### src/rtl/jsu_pkg.sv
// shared types, codes and helper functions for the json string unescaper
// no dependencies
package jsu_pkg;

    typedef logic [2:0] t_status;

    localparam t_status ST_DATA    = 3'd0;
    localparam t_status ST_CLOSED  = 3'd1;
    localparam t_status ST_NOQUOTE = 3'd2;
    localparam t_status ST_BADHEX  = 3'd3;
    localparam t_status ST_SHORT   = 3'd4;
    localparam t_status ST_UNTERM  = 3'd5;

    localparam logic [7:0] CH_QUOTE = 8'h22;
    localparam logic [7:0] CH_BSLASH = 8'h5C;
    localparam logic [7:0] CH_U = 8'h75;

    typedef enum logic [3:0] {
        PH_WAIT = 4'b0001,
        PH_STR  = 4'b0010,
        PH_ESC  = 4'b0100,
        PH_HEX  = 4'b1000
    } t_phase;

    typedef struct packed {
        t_phase      phase;
        logic [1:0]  digit_count;
        logic [15:0] code_point;
        logic        bad_digit_seen;
    } t_state;

    typedef struct packed {
        logic [1:0] cnt;
        t_status    status;
        logic [7:0] b0;
        logic [7:0] b1;
        logic [7:0] b2;
    } t_res;

    // value of a hex digit, bit 4 set when the byte is not one
    function automatic logic [4:0] hex_value(input logic [7:0] b);
        logic [4:0] v;
        v = 5'h10;
        if (b >= 8'h30 && b <= 8'h39) begin
            v = {1'b0, b[3:0]};
        end else if ((b >= 8'h61 && b <= 8'h66) || (b >= 8'h41 && b <= 8'h46)) begin
            v = {1'b0, b[3:0] + 4'd9};
        end
        return v;
    endfunction

    function automatic logic [7:0] simple_escape(input logic [7:0] e);
        logic [7:0] r;
        case (e)
            8'h62: r = 8'h08;
            8'h66: r = 8'h0C;
            8'h6E: r = 8'h0A;
            8'h72: r = 8'h0D;
            8'h74: r = 8'h09;
            default: r = e;
        endcase
        return r;
    endfunction

endpackage

### src/rtl/jsu_decode.sv
// next-state and result logic for one text byte of the string unescaper
// depends on jsu_pkg
module jsu_decode import jsu_pkg::*; (
    input  t_state     i_state,
    input  logic [7:0] i_byte,
    input  logic       i_end,
    output t_state     o_state,
    output t_res       o_res
);

    logic [4:0]  hv;
    logic [15:0] cp_next;
    logic        bad_next;

    assign hv       = hex_value(i_byte);
    assign cp_next  = {i_state.code_point[11:0], hv[4] ? 4'h0 : hv[3:0]};
    assign bad_next = i_state.bad_digit_seen | hv[4];

    always_comb begin
        o_state      = i_state;
        o_res.cnt    = 2'd0;
        o_res.status = ST_DATA;
        o_res.b0     = 8'h00;
        o_res.b1     = 8'h00;
        o_res.b2     = 8'h00;
        case (i_state.phase)
            PH_WAIT: begin
                if (!i_end) begin
                    if (i_byte == CH_QUOTE) begin
                        o_state.phase = PH_STR;
                    end else begin
                        o_res.cnt    = 2'd1;
                        o_res.status = ST_NOQUOTE;
                    end
                end
            end
            PH_STR: begin
                if (i_end) begin
                    o_res.cnt     = 2'd1;
                    o_res.status  = ST_UNTERM;
                    o_state.phase = PH_WAIT;
                end else if (i_byte == CH_QUOTE) begin
                    o_res.cnt     = 2'd1;
                    o_res.status  = ST_CLOSED;
                    o_state.phase = PH_WAIT;
                end else if (i_byte == CH_BSLASH) begin
                    o_state.phase = PH_ESC;
                end else begin
                    o_res.cnt = 2'd1;
                    o_res.b0  = i_byte;
                end
            end
            PH_ESC: begin
                if (i_end) begin
                    o_res.cnt     = 2'd1;
                    o_res.status  = ST_UNTERM;
                    o_state.phase = PH_WAIT;
                end else if (i_byte == CH_U) begin
                    o_state.phase          = PH_HEX;
                    o_state.digit_count    = 2'd0;
                    o_state.code_point     = 16'h0000;
                    o_state.bad_digit_seen = 1'b0;
                end else begin
                    o_res.cnt     = 2'd1;
                    o_res.b0      = simple_escape(i_byte);
                    o_state.phase = PH_STR;
                end
            end
            PH_HEX: begin
                if (i_end) begin
                    o_res.cnt     = 2'd1;
                    o_res.status  = ST_SHORT;
                    o_state.phase = PH_WAIT;
                end else begin
                    o_state.code_point     = cp_next;
                    o_state.bad_digit_seen = bad_next;
                    if (i_state.digit_count != 2'd3) begin
                        o_state.digit_count = i_state.digit_count + 2'd1;
                    end else begin
                        o_state.digit_count = 2'd0;
                        if (bad_next) begin
                            o_res.cnt     = 2'd1;
                            o_res.status  = ST_BADHEX;
                            o_state.phase = PH_WAIT;
                        end else begin
                            o_state.phase = PH_STR;
                            if (cp_next[15:7] == 9'd0) begin
                                o_res.cnt = 2'd1;
                                o_res.b0  = {1'b0, cp_next[6:0]};
                            end else if (cp_next[15:11] == 5'd0) begin
                                o_res.cnt = 2'd2;
                                o_res.b0  = {3'b110, cp_next[10:6]};
                                o_res.b1  = {2'b10, cp_next[5:0]};
                            end else begin
                                o_res.cnt = 2'd3;
                                o_res.b0  = {4'b1110, cp_next[15:12]};
                                o_res.b1  = {2'b10, cp_next[11:6]};
                                o_res.b2  = {2'b10, cp_next[5:0]};
                            end
                        end
                    end
                end
            end
            default: begin
                o_state.phase = PH_WAIT;
            end
        endcase
    end

endmodule

### src/rtl/json_string_unescape.sv
// top level of the streaming json string unescaper: input register, decode, result buffer
// depends on jsu_pkg and jsu_decode
// an accepted byte is decoded from the input register into the result buffer once it frees
// throughput: one byte per cycle while the receiver is ready; a closing \u escape holds
// the input for its 2 or 3 results; the result buffer of up to three bytes sets the rate
// reset: synchronous, active low; clears the decoder state and both valid flags
module json_string_unescape import jsu_pkg::*; (
    input  logic        i_clk,
    input  logic        i_rst_n,
    input  logic        i_s_tvalid,
    output logic        o_s_tready,
    input  logic [7:0]  i_s_tdata,   // [7:0] in_byte
    input  logic        i_s_tuser,   // [0] at_end
    output logic        o_m_tvalid,
    input  logic        i_m_tready,
    output logic [15:0] o_m_tdata,   // [7:0] out_byte, [10:8] status, rest zero
    output logic        o_m_tlast
);

    logic       r_in_valid;
    logic [7:0] r_in_byte;
    logic       r_in_end;
    t_state     r_state;
    t_state     n_state;
    t_res       n_res;
    logic [1:0] r_cnt;
    logic [1:0] r_idx;
    t_status    r_status;
    logic [7:0] r_b0;
    logic [7:0] r_b1;
    logic [7:0] r_b2;
    logic [7:0] out_byte;
    logic       is_last;
    logic       out_take;
    logic       out_done;
    logic       in_use;

    jsu_decode u_decode (
        .i_state (r_state),
        .i_byte  (r_in_byte),
        .i_end   (r_in_end),
        .o_state (n_state),
        .o_res   (n_res)
    );

    assign is_last    = (r_idx == r_cnt - 2'd1);
    assign o_m_tvalid = (r_cnt != 2'd0);
    assign out_take   = o_m_tvalid && i_m_tready;
    assign out_done   = out_take && is_last;
    assign in_use     = r_in_valid && (!o_m_tvalid || out_done);
    assign o_s_tready = !r_in_valid || in_use;

    always_comb begin
        case (r_idx)
            2'd1: out_byte = r_b1;
            2'd2: out_byte = r_b2;
            default: out_byte = r_b0;
        endcase
    end

    assign o_m_tdata = {5'b00000, r_status, out_byte};
    assign o_m_tlast = is_last;

    always_ff @(posedge i_clk) begin
        if (!i_rst_n) begin
            r_in_valid <= 1'b0;
        end else if (i_s_tvalid && o_s_tready) begin
            r_in_valid <= 1'b1;
        end else if (in_use) begin
            r_in_valid <= 1'b0;
        end
    end

    always_ff @(posedge i_clk) begin
        if (i_s_tvalid && o_s_tready) begin
            r_in_byte <= i_s_tdata;
            r_in_end  <= i_s_tuser;
        end
    end

    always_ff @(posedge i_clk) begin
        if (!i_rst_n) begin
            r_state.phase          <= PH_WAIT;
            r_state.digit_count    <= 2'd0;
            r_state.code_point     <= 16'h0000;
            r_state.bad_digit_seen <= 1'b0;
            r_cnt                  <= 2'd0;
            r_idx                  <= 2'd0;
        end else if (in_use) begin
            r_state <= n_state;
            r_cnt   <= n_res.cnt;
            r_idx   <= 2'd0;
        end else if (out_done) begin
            r_cnt <= 2'd0;
            r_idx <= 2'd0;
        end else if (out_take) begin
            r_idx <= r_idx + 2'd1;
        end
    end

    always_ff @(posedge i_clk) begin
        if (in_use) begin
            r_status <= n_res.status;
            r_b0     <= n_res.b0;
            r_b1     <= n_res.b1;
            r_b2     <= n_res.b2;
        end
    end

endmodule

### config.mk
export PLATFORM = sky130hd
export DESIGN_NAME = json_string_unescape
export DESIGN_NICKNAME = d
export VERILOG_FILES = /design/src/rtl/jsu_pkg.sv /design/src/rtl/jsu_decode.sv /design/src/rtl/json_string_unescape.sv
export SDC_FILE = /design/constraint.sdc
export NUM_CORES = 1
export LEC_CHECK = 0
export BUFFER_PORTS_ARGS = -buffer_cell sky130_fd_sc_hd__buf_2
export CAP_MARGIN = 0
export CORE_MARGIN = 2
export CORE_UTILIZATION = 64
export CTS_CLUSTER_SIZE = 16
export DETAILED_ROUTE_END_ITERATION = 16
export PLACE_DENSITY_LB_ADDON = 0.1
export SLEW_MARGIN = 25
export SYNTH_ARGS = -nofsm -noshare
export SYNTH_HDL_FRONTEND = slang
export SYNTH_SLANG_ARGS = --single-unit
### constraint.sdc
create_clock -name i_clk -period 4.1 [get_ports i_clk]
set_input_delay 0.82 -clock i_clk [delete_from_list [all_inputs] [get_ports i_clk]]
set_output_delay 0.82 -clock i_clk [all_outputs]
set_load 0.01 [all_outputs]
==> metrics.yaml, run 1 <==
status: "complete, no violations"
avgViaCountPerCell: 6.150
dpl-instance-area_sq_mm: 0.003356
postSynthCellCount: 318
min_path_type: "reg2reg"
synth-edff-count: 34
fin_nets: 363
placementRows: 25
io_pins: 32
area_growth_pct: 10.49
syn_area_sq_mm: 0.003233
finalSetupTns_ns: 0
cellPowerDensity_mw_per_mm2: 357.2
yosysTopAreaCell: "edfxtp_1"
avgSynthCellArea_sq_um: 10.17
coreArea_sq_mm: 0.004786
crit_arrival_ns: 1.81
first_pass_iters: 5
maxClockFrequency_ghz: 0.3797
clk_pin_slew_ns: 0.07
fillers: 343
diodes: 0
ant_nets: 0
synthArstFlopShare_pct: 0
cts_hold_buf: 0
fin_crit_ns: 2.633
cts_root_buf: "clkbuf_8"
synth_top_area_share_pct: 31.58
pre_cts_ws_ns: 1.551
die_width_microns: 75.08
maxSlewHeadroom_pct: 42.69
drv_cap: 0
gr-total-overflow: 0
cts_buffer_depth: 2
grt_max_degree: 20
dieArea_sq_mm: 0.005636
antenna_found_initial: 0
total_power_mw: 1.276
synth-seq-cells: 58
yosys_warnings: 0
use_met1_pct: 37.30
vias: 2546
fin_crit_sh_pct: 64.23
use_met3_pct: 7.229
synth_area_leaders: "edfxtp_1 (32%), dfxtp_1 (15%), o21ai_0 (4.3%)"
grt_pass1_vias: 2390
clock-sinks: 58
p_leak_nw: 1.333
tightest_slew_ns: 0.8477
cp-start-kind: "register"
grt_first_pass_wirelength_microns: 11470
maxSlewViolCount: 0
globalplace.congestion: 0.9498
drive_gt1_share_pct: 17.87
drt-total-wl_microns: 7180
grt_use_met2_pct: 42.98
yosysSeqAreaShare_pct: 46.44
first_iter_violations: 188
post-route-drc-count: 0
design_area_sq_mm: 0.003572
numPortBuffers: 26
ys_types: 67
top_usage_layer: "met2"
required_ns: 3.28
crit_fanout: 4
die_h_microns: 75.08
end_kind: "output pin"
synth.most_common_cell: "edfxtp_1"
cts.repair.resized: 0
utilization_pct: 74.64
rsz0062_at_grt: "no"
finalWorstSetupSlack_ns: 1.467
synth-main-ff-cell: "edfxtp_1"
finalHoldViolCount: 0
route.detailed.wl_per_inst_microns: 17.34
fin_skew_ns: 0.01255
synthTopCellsByCount: "edfxtp_1 (34), o21ai_0 (28), dfxtp_1 (24), nand2_1 (24), nor2_1 (22)"
htreeDepth: 3
hpwl_microns: 5106
numCtsBuffers: 9
clk_latency_ns: 0.34
setup_viol: 0
cts_tree: "done"
initial_utilization_pct: 67.56
ir_drop_v: 0.0002939
post_cts_buffers: 0
grt_use_total_pct: 27.83
critPathKind: "reg2out"
## registers in the layout (all words and copies together) (netlist names)
register    cells
r_b2            7
r_in_byte       8
r_in_end        1
r_cnt           2
r_b1            7
r_in_valid      1
r_state        19
r_b0            8
r_status        3
r_idx           2
## power breakdown
part / internal (mW) / switching, mW / total (mW)
Sequential: 0.635 / 0.0182 / 0.654
Combinational: 0.0310 / 0.0512 / 0.0822
Clock: 0.310 / 0.230 / 0.540
## layout by cell type (no fill, tap or decap), types with 3 or more instances in the layout
master / n
edfxtp_1: 34
nor4b_1: 3
nor4_1: 3
a31oi_1: 3
o2bb2ai_1: 4
a21oi_1: 11
nor3_1: 6
nand2b_1: 4
a211oi_1: 11
nand3_1: 5
nor2b_1: 4
buf_2: 26
nand2_1: 24
and3_1: 3
dfxtp_1: 24
buf_4: 3
clkbuf_8: 10
nor2_1: 22
and2_1: 6
o21ai_0: 28
ha_1: 8
nand4b_1: 3
a22o_1: 14
xor2_1: 3
conb_1: 5
a22oi_1: 7
inv_1: 15
o211ai_1: 3
## layout make-up
class | instances | area, sq um | share of cell area [%]
Clock inverter | 4 | 28.78 | 0.8056
Tap cell | 67 | 83.83 | 2.347
Multi-Input combinational cell | 229 | 1562 | 43.71
Timing Repair Buffer | 29 | 152.6 | 4.273
Clock buffer | 12 | 187.7 | 5.254
Inverter | 15 | 56.30 | 1.576
Sequential cell | 58 | 1501 | 42.03
## kinds of logic after synthesis
logic type | Yosys count | synth area share [%]
AOI/OAI and AO/OA | 106 | 23.92
xor gates and xnor gates | 4 | 1.084
adders and majority gates | 8 | 3.096
buffers and inverters | 35 | 5.728
DFF | 58 | 46.44
muxes | 4 | 1.432
other | 1 | 0.1160
and+or+nand+nor | 102 | 18.19
## worst paths after layout
path                                        startpoint                    end  slack [ns]  cells past startpoint
worst max-delay path             r_cnt[0]$_SDFFE_PN0P_             o_s_tready        1.47                      6
worst min-delay path             r_cnt[1]$_SDFFE_PN0P_  r_cnt[1]$_SDFFE_PN0P_        0.48                      1
worst max register to register  r_in_byte[1]$_DFFE_PP_  r_cnt[1]$_SDFFE_PN0P_        1.52                      8
worst min register to register   r_cnt[1]$_SDFFE_PN0P_  r_cnt[1]$_SDFFE_PN0P_        0.48                      1
## per-layer routing
layer  vias to the layer above  part of all wire [%]  wire, microns
met1                      1168                    46           3330
met5                         -                     0              0
met2                       107                    45           3242
li1                       1259                     -              -
met4                         0                   1.7            124
met3                        12                   6.7            483
## critical path: stages, from the launching register on
cell and delay (ns):
dfxtp_1 0.37, inv_1 0.06, ha_1 0.29, xor2_1 0.16
a31oi_1 0.34, nand2_1 0.11, buf_2 0.15
## stage by stage
stage | std cells | hold slack (ns)
2_1_floorplan | 322 | 0.4423
3_3_place_gp | 398 | 0.4611
3_5_place_dp | 398 | 0.4686
4_1_cts | 414 | 0.4850
5_1_grt | 414 | 0.4921
6_report | 414 | 0.4835
Power figures use the tool's default switching activity.
==> inputs of run 2 (changes only) <==
- CORE_UTILIZATION: 64 -> 53
- clock period: 4.1 -> 2.4 ns (I/O delays scaled with it)
==> metrics.yaml, run 2 (same netlist as run 1, synthesis figures left out) <==
grt_first_pass_wirelength_microns: 11720  # +2.1%
min_path_type: "in2reg"
first_iter_violations: 251  # +34%
setup_viol: 0  # unchanged
clock-sinks: 58  # unchanged
avgViaCountPerCell: 6.221  # +1.2%
area_growth_pct: 15.05
die_width_microns: 82.11  # +9.4%
htreeDepth: 3  # unchanged
crit_fanout: 16  # +12
largest_reg_flops: 19  # unchanged
final_common_cell: "edfxtp_1"
use_met1_pct: 32.98  # -4.3 points
maxSlewViolCount: 0  # unchanged
cts_buffer_depth: 2  # unchanged
pre_cts_ws_ns: 0.06560  # -1.486 ns
dieArea_sq_mm: 0.006741  # +20%
fin_nets: 380  # +4.7%
tightest_slew_ns: 0.5134  # -0.3343 ns
crit_chain: "inv_1 -> ha_1 -> o21ai_0 -> buf_2"
finalSetupTns_ns: 0  # unchanged
fin_crit_ns: 2.248
initial_utilization_pct: 54.61  # -13 points
numPortBuffers: 26  # unchanged
grt_use_met2_pct: 36.10  # -6.9 points
fin_crit_sh_pct: 93.68
maxSlewHeadroom_pct: 65.51  # +23 points
hold-worst-slack_ns: 0.3205  # -0.1630 ns
drv_cap: 0  # unchanged
drive_gt1_share_pct: 22.80  # +4.9 points
top_register: "r_state"
diodes: 0  # unchanged
critPathKind: "reg2out"
cp-start-kind: "register"
clk_latency_ns: 0.34  # about the same
crit_slowest_cell: "ha_1"
route.detailed.wl_per_inst_microns: 17.17  # -1.0%
use_met3_pct: 4.674  # -2.6 points
vias: 2731  # +7.3%
status: "complete, no violations"
cts_tree: "done"
first_pass_iters: 5  # unchanged
required_ns: 1.92  # -1.36 ns
finalWorstSetupSlack_ns: 0.1516  # -1.315 ns
finalHoldViolCount: 0  # unchanged
placementRows: 28  # +12%
p_leak_nw: 1.400  # +5.0%
crit_family: "adder cells"
io_pins: 32  # unchanged
gr-total-overflow: 0  # unchanged
numCtsBuffers: 9  # unchanged
grt_pass1_vias: 2335  # -2.3%
antenna_found_initial: 0  # unchanged
rsz0062_at_grt: "no"
ant_nets: 0  # unchanged
globalplace.congestion: 0.8707  # -8.3%
drt-total-wl_microns: 7537  # +5.0%
ir_drop_v: 0.0003324  # +13%
end_kind: "output pin"
clk_pin_slew_ns: 0.07  # about the same
grt_use_total_pct: 23.68  # -4.2 points
slowest_delay_ns: 0.47  # +0.10 ns
cts_root_buf: "clkbuf_8"
coreArea_sq_mm: 0.005921  # +24%
grt_max_degree: 21  # +5.0%
post-route-drc-count: 0  # unchanged
die_h_microns: 82.11  # +9.4%
cellPowerDensity_mw_per_mm2: 575.4  # +61%
fin_skew_ns: 0.01495  # +0.002392 ns
final_cell_mix: "edfxtp_1 (34), o21ai_0 (27), buf_2 (26)"
crit_arrival_ns: 1.77  # -0.04 ns
hpwl_microns: 5454  # +6.8%
largest_registers: "r_state: 19 flops, r_b0: 8 flops, r_in_byte: 8 flops"
maxClockFrequency_ghz: 0.4448
top_usage_layer: "met2"
crit_buf_inv: 2  # unchanged
[run 2: path summary, 6_finish.rpt]
kind / cells past startpoint / slack (ns) / endpoint / start
setup / recovery: 4 / 0.15 / o_m_tdata[0] / r_idx[0]$_SDFFE_PP0P_
hold / removal: 1 / 0.32 / r_in_byte[3]$_DFFE_PP_ / i_s_tdata[3]
setup reg to reg: 8 / 0.17 / r_b0[1]$_DFFE_PP_ / r_in_byte[1]$_DFFE_PP_
hold reg to reg: 1 / 0.48 / r_cnt[1]$_SDFFE_PN0P_ / r_cnt[1]$_SDFFE_PN0P_
[run 2: cell type report]
cell class | count | area, sq um
multi-input combinational | 229 | 1585
fill | 505 | 2201
timing repair buffer | 46 | 292.8
clock inverter | 6 | 58.81
sequential | 58 | 1501
clock buffer | 10 | 127.6
tap | 75 | 93.84
inverter | 15 | 60.06
[run 2: worst register-to-register path: cells and delay by family (launching register included)]
family / cells / cell delay, ns
DFF: 1 / 0.38
buffers and inverters: 2 / 0.26
AOI/OAI and AO/OA: 2 / 0.48
adders and majority gates: 1 / 0.19
and+or+nand+nor: 3 / 0.66
[run 2: repair_timing]
| item | CTS | global route |
|---|---|---|
| hold buffers | 0 | 0 |
| buffers inserted | 0 | 2 |
| resized for setup | 0 | 4 |
| endpoints found under the setup margin | 0 | 45 |
[run 2: per-layer routing]
layer / vias up / part of all wire (%)
met1: 1325 / 46
met5: - / 0
met4: 0 / 2.0
li1: 1291 / -
met2: 102 / 46
met3: 13 / 5.6
[run 2: power by group]
group | internal, mW | switching [mW]
Sequential | 1.08 | 0.0232
Clock | 0.474 | 0.392
Combinational | 0.0665 | 0.0999
[run 2: per-stage QoR]
stage	cell area, sq um	total power, mW	cells	util [%]
floorplan	3259	1.236	322	-
global placement	3490	1.285	421	58.94
detailed placement	3490	1.289	421	58.94
CTS	3676	2.140	437	62.09
global route	3720	2.225	439	62.83
finish	3720	2.140	439	62.83
==> inputs of run 3 (changes only) <==
- CORE_UTILIZATION: 53 -> 28
- clock period: 2.4 -> 2.2 ns (I/O delays scaled with it)
==> metrics.yaml, run 3 (same netlist as run 1, synthesis figures left out) <==
first_pass_iters: 4  # -1
holdCritStartpoint: "i_s_tdata[0]"
maxClockFrequency_ghz: 0.4630
final_cells: 530  # +21%
utilization_pct: 37.50  # -25 points
p_leak_nw: 1.584  # +13%
clk_pin_slew_ns: 0.05  # -0.02 ns
finalWorstSetupSlack_ns: 0.04013  # -0.1115 ns
tightest_slew_ns: 0.6392  # +0.1258 ns
die_h_microns: 111.5  # +36%
cellPowerDensity_mw_per_mm2: 696.7  # +21%
setup_viol: 0  # unchanged
required_ns: 2.26  # +0.34 ns
grt_max_degree: 23  # +9.5%
diodes: 0  # unchanged
crit_fanout: 6  # -10
maxSlewHeadroom_pct: 56.79  # -8.7 points
cts_root_buf: "clkbuf_16"
drive_gt1_share_pct: 33.07  # +10 points
rrSetupSlack_ns: 0.04  # -0.13 ns
hpwl_microns: 6671  # +22%
rr_startpoint: "r_in_byte[0]$_DFFE_PP_"
drv_cap: 0  # unchanged
reg2reg_to: "r_b0[0]$_DFFE_PP_"
final_cell_mix: "buf_4 (42), edfxtp_1 (34), buf_2 (26)"
fin_nets: 403  # +6.1%
numCtsBuffers: 9  # unchanged
min_path_type: "in2reg"
maxSlewViolCount: 0  # unchanged
fin_skew_ns: 0.004935  # -0.01001 ns
crit_chain: "inv_2 -> ha_4 -> or3b_2 -> a31oi_4 -> nor3_2 -> o21ai_1 -> o311ai_2"
final_common_cell: "buf_4"
status: "complete, no violations"
ir_drop_v: 0.0002890  # -13%
cts_tree: "done"
dieArea_sq_mm: 0.01242  # +84%
cts_hold_buf: 0  # unchanged
slowest_delay_ns: 0.50  # +0.03 ns
cp-start-kind: "register"
vias: 2706  # -0.92%
coreArea_sq_mm: 0.01132  # +91%
finalHoldViolCount: 0  # unchanged
globalplace.congestion: 0.8186  # -6.0%
clk_latency_ns: 0.33  # about the same
cts_buffer_depth: 2  # unchanged
hold_end: "r_in_byte[0]$_DFFE_PP_"
route.detailed.wl_per_inst_microns: 16.77  # -2.3%
io_pins: 32  # unchanged
grt_use_total_pct: 14.67  # -9.0 points
numPortBuffers: 26  # unchanged
die_width_microns: 111.5  # +36%
grt_first_pass_wirelength_microns: 14290  # +22%
r2r_cells: 7  # -1
dp.cells: 511  # +21%
largest_registers: "r_state: 19 flops, r_b0: 8 flops, r_in_byte: 8 flops"
initial_utilization_pct: 28.56  # -26 points
post-route-drc-count: 0  # unchanged
drt-total-wl_microns: 8886  # +18%
htreeDepth: 3  # unchanged
avgViaCountPerCell: 5.106  # -18%
clock-sinks: 58  # unchanged
ant_nets: 0  # unchanged
finalSetupTns_ns: 0  # unchanged
crit_slowest_cell: "or3b_2"
min_path_cells: 1  # unchanged
grt_pass1_vias: 2703  # +16%
critPathKind: "reg2reg"
end_kind: "register"
total_power_mw: 2.958  # +38%
top_register: "r_state"
gr-total-overflow: 0  # unchanged
first_iter_violations: 207  # -18%
crit_arrival_ns: 2.22  # +0.45 ns
fin_crit_sh_pct: 98.18
pre_cts_ws_ns: -0.1339  # -0.1995 ns
placementRows: 39  # +39%
area_growth_pct: 31.31
largest_reg_flops: 19  # unchanged
fillers: 1158  # +130%
fin_crit_ns: 2.160
antenna_found_initial: 0  # unchanged
-- run 3: how the worst max path moves through the flow --
| stage | startpoint | endpoint | slack (ns) | depth (start not counted) |
|---|---|---|---|---|
| floorplan | r_cnt[1]$_SDFFE_PN0P_ | r_state[19]$_SDFFE_PN1P_ | -0.09 | 8 |
| global placement | r_in_byte[3]$_DFFE_PP_ | r_b0[0]$_DFFE_PP_ | -0.16 | 5 |
| detailed placement | r_in_byte[3]$_DFFE_PP_ | r_b0[0]$_DFFE_PP_ | -0.13 | 5 |
| CTS | r_in_byte[0]$_DFFE_PP_ | r_b0[4]$_DFFE_PP_ | 0.005 | 7 |
| global route | r_in_byte[1]$_DFFE_PP_ | r_b0[0]$_DFFE_PP_ | -0.02 | 8 |
| finish | r_in_byte[0]$_DFFE_PP_ | r_b0[0]$_DFFE_PP_ | 0.04 | 7 |
-- run 3: power by group --
| part | internal (mW) | switching [mW] | total (mW) | leakage (nW) |
|---|---|---|---|---|
| registers | 1.19 | 0.0250 | 1.21 | 0.512 |
| clock network | 0.999 | 0.526 | 1.53 | 0.156 |
| logic | 0.0979 | 0.125 | 0.222 | 0.916 |
| total | 2.28 | 0.675 | 2.96 | 1.58 |
-- run 3: stage by stage --
step	instance area (sq um)	hold WS, ns
after detailed placement	3765	0.4588
final	4245	0.2802
after global placement	3765	0.4603
after CTS	4105	0.2685
after floorplan	3284	0.4471
after global routing	4245	0.2696
-- run 3: final cells by class --
| cell class | count | area, sq um | area share (%) |
|---|---|---|---|
| flip-flops and latches | 58 | 1504 | 35.43 |
| well taps | 143 | 178.9 | 4.215 |
| repair buffers | 69 | 465.4 | 10.96 |
| clock buffers | 9 | 225.2 | 5.305 |
| clock inverters | 7 | 102.6 | 2.417 |
| inverters | 15 | 60.06 | 1.415 |
| multi-input cells | 229 | 1709 | 40.26 |
-- run 3: critical path: cells and delay by family, from the launching register on --
kind            cells  cell delay (ns)
compound gates      3             0.54
flops               1             0.44
simple gates        2             0.61
fa+ha+maj           1             0.17
buf+inv             1             0.13
-- run 3: per-layer routing --
layer | share of wire, % | GRT usage (%) | up-vias
li1 | - | - | 1336
met1 | 47 | 19.47 | 1290
met2 | 47 | 22.60 | 66
met3 | 3.8 | 3.756 | 14
met4 | 2.0 | 6.584 | 0
met5 | 0 | 0 | -
-- run 3: what timing repair did --
action                     in CTS  in global routing
gates resized for setup         9                 23
pin swaps                       0                  6
setup endpoints to repair       9                 36
buffers inserted                1                  2
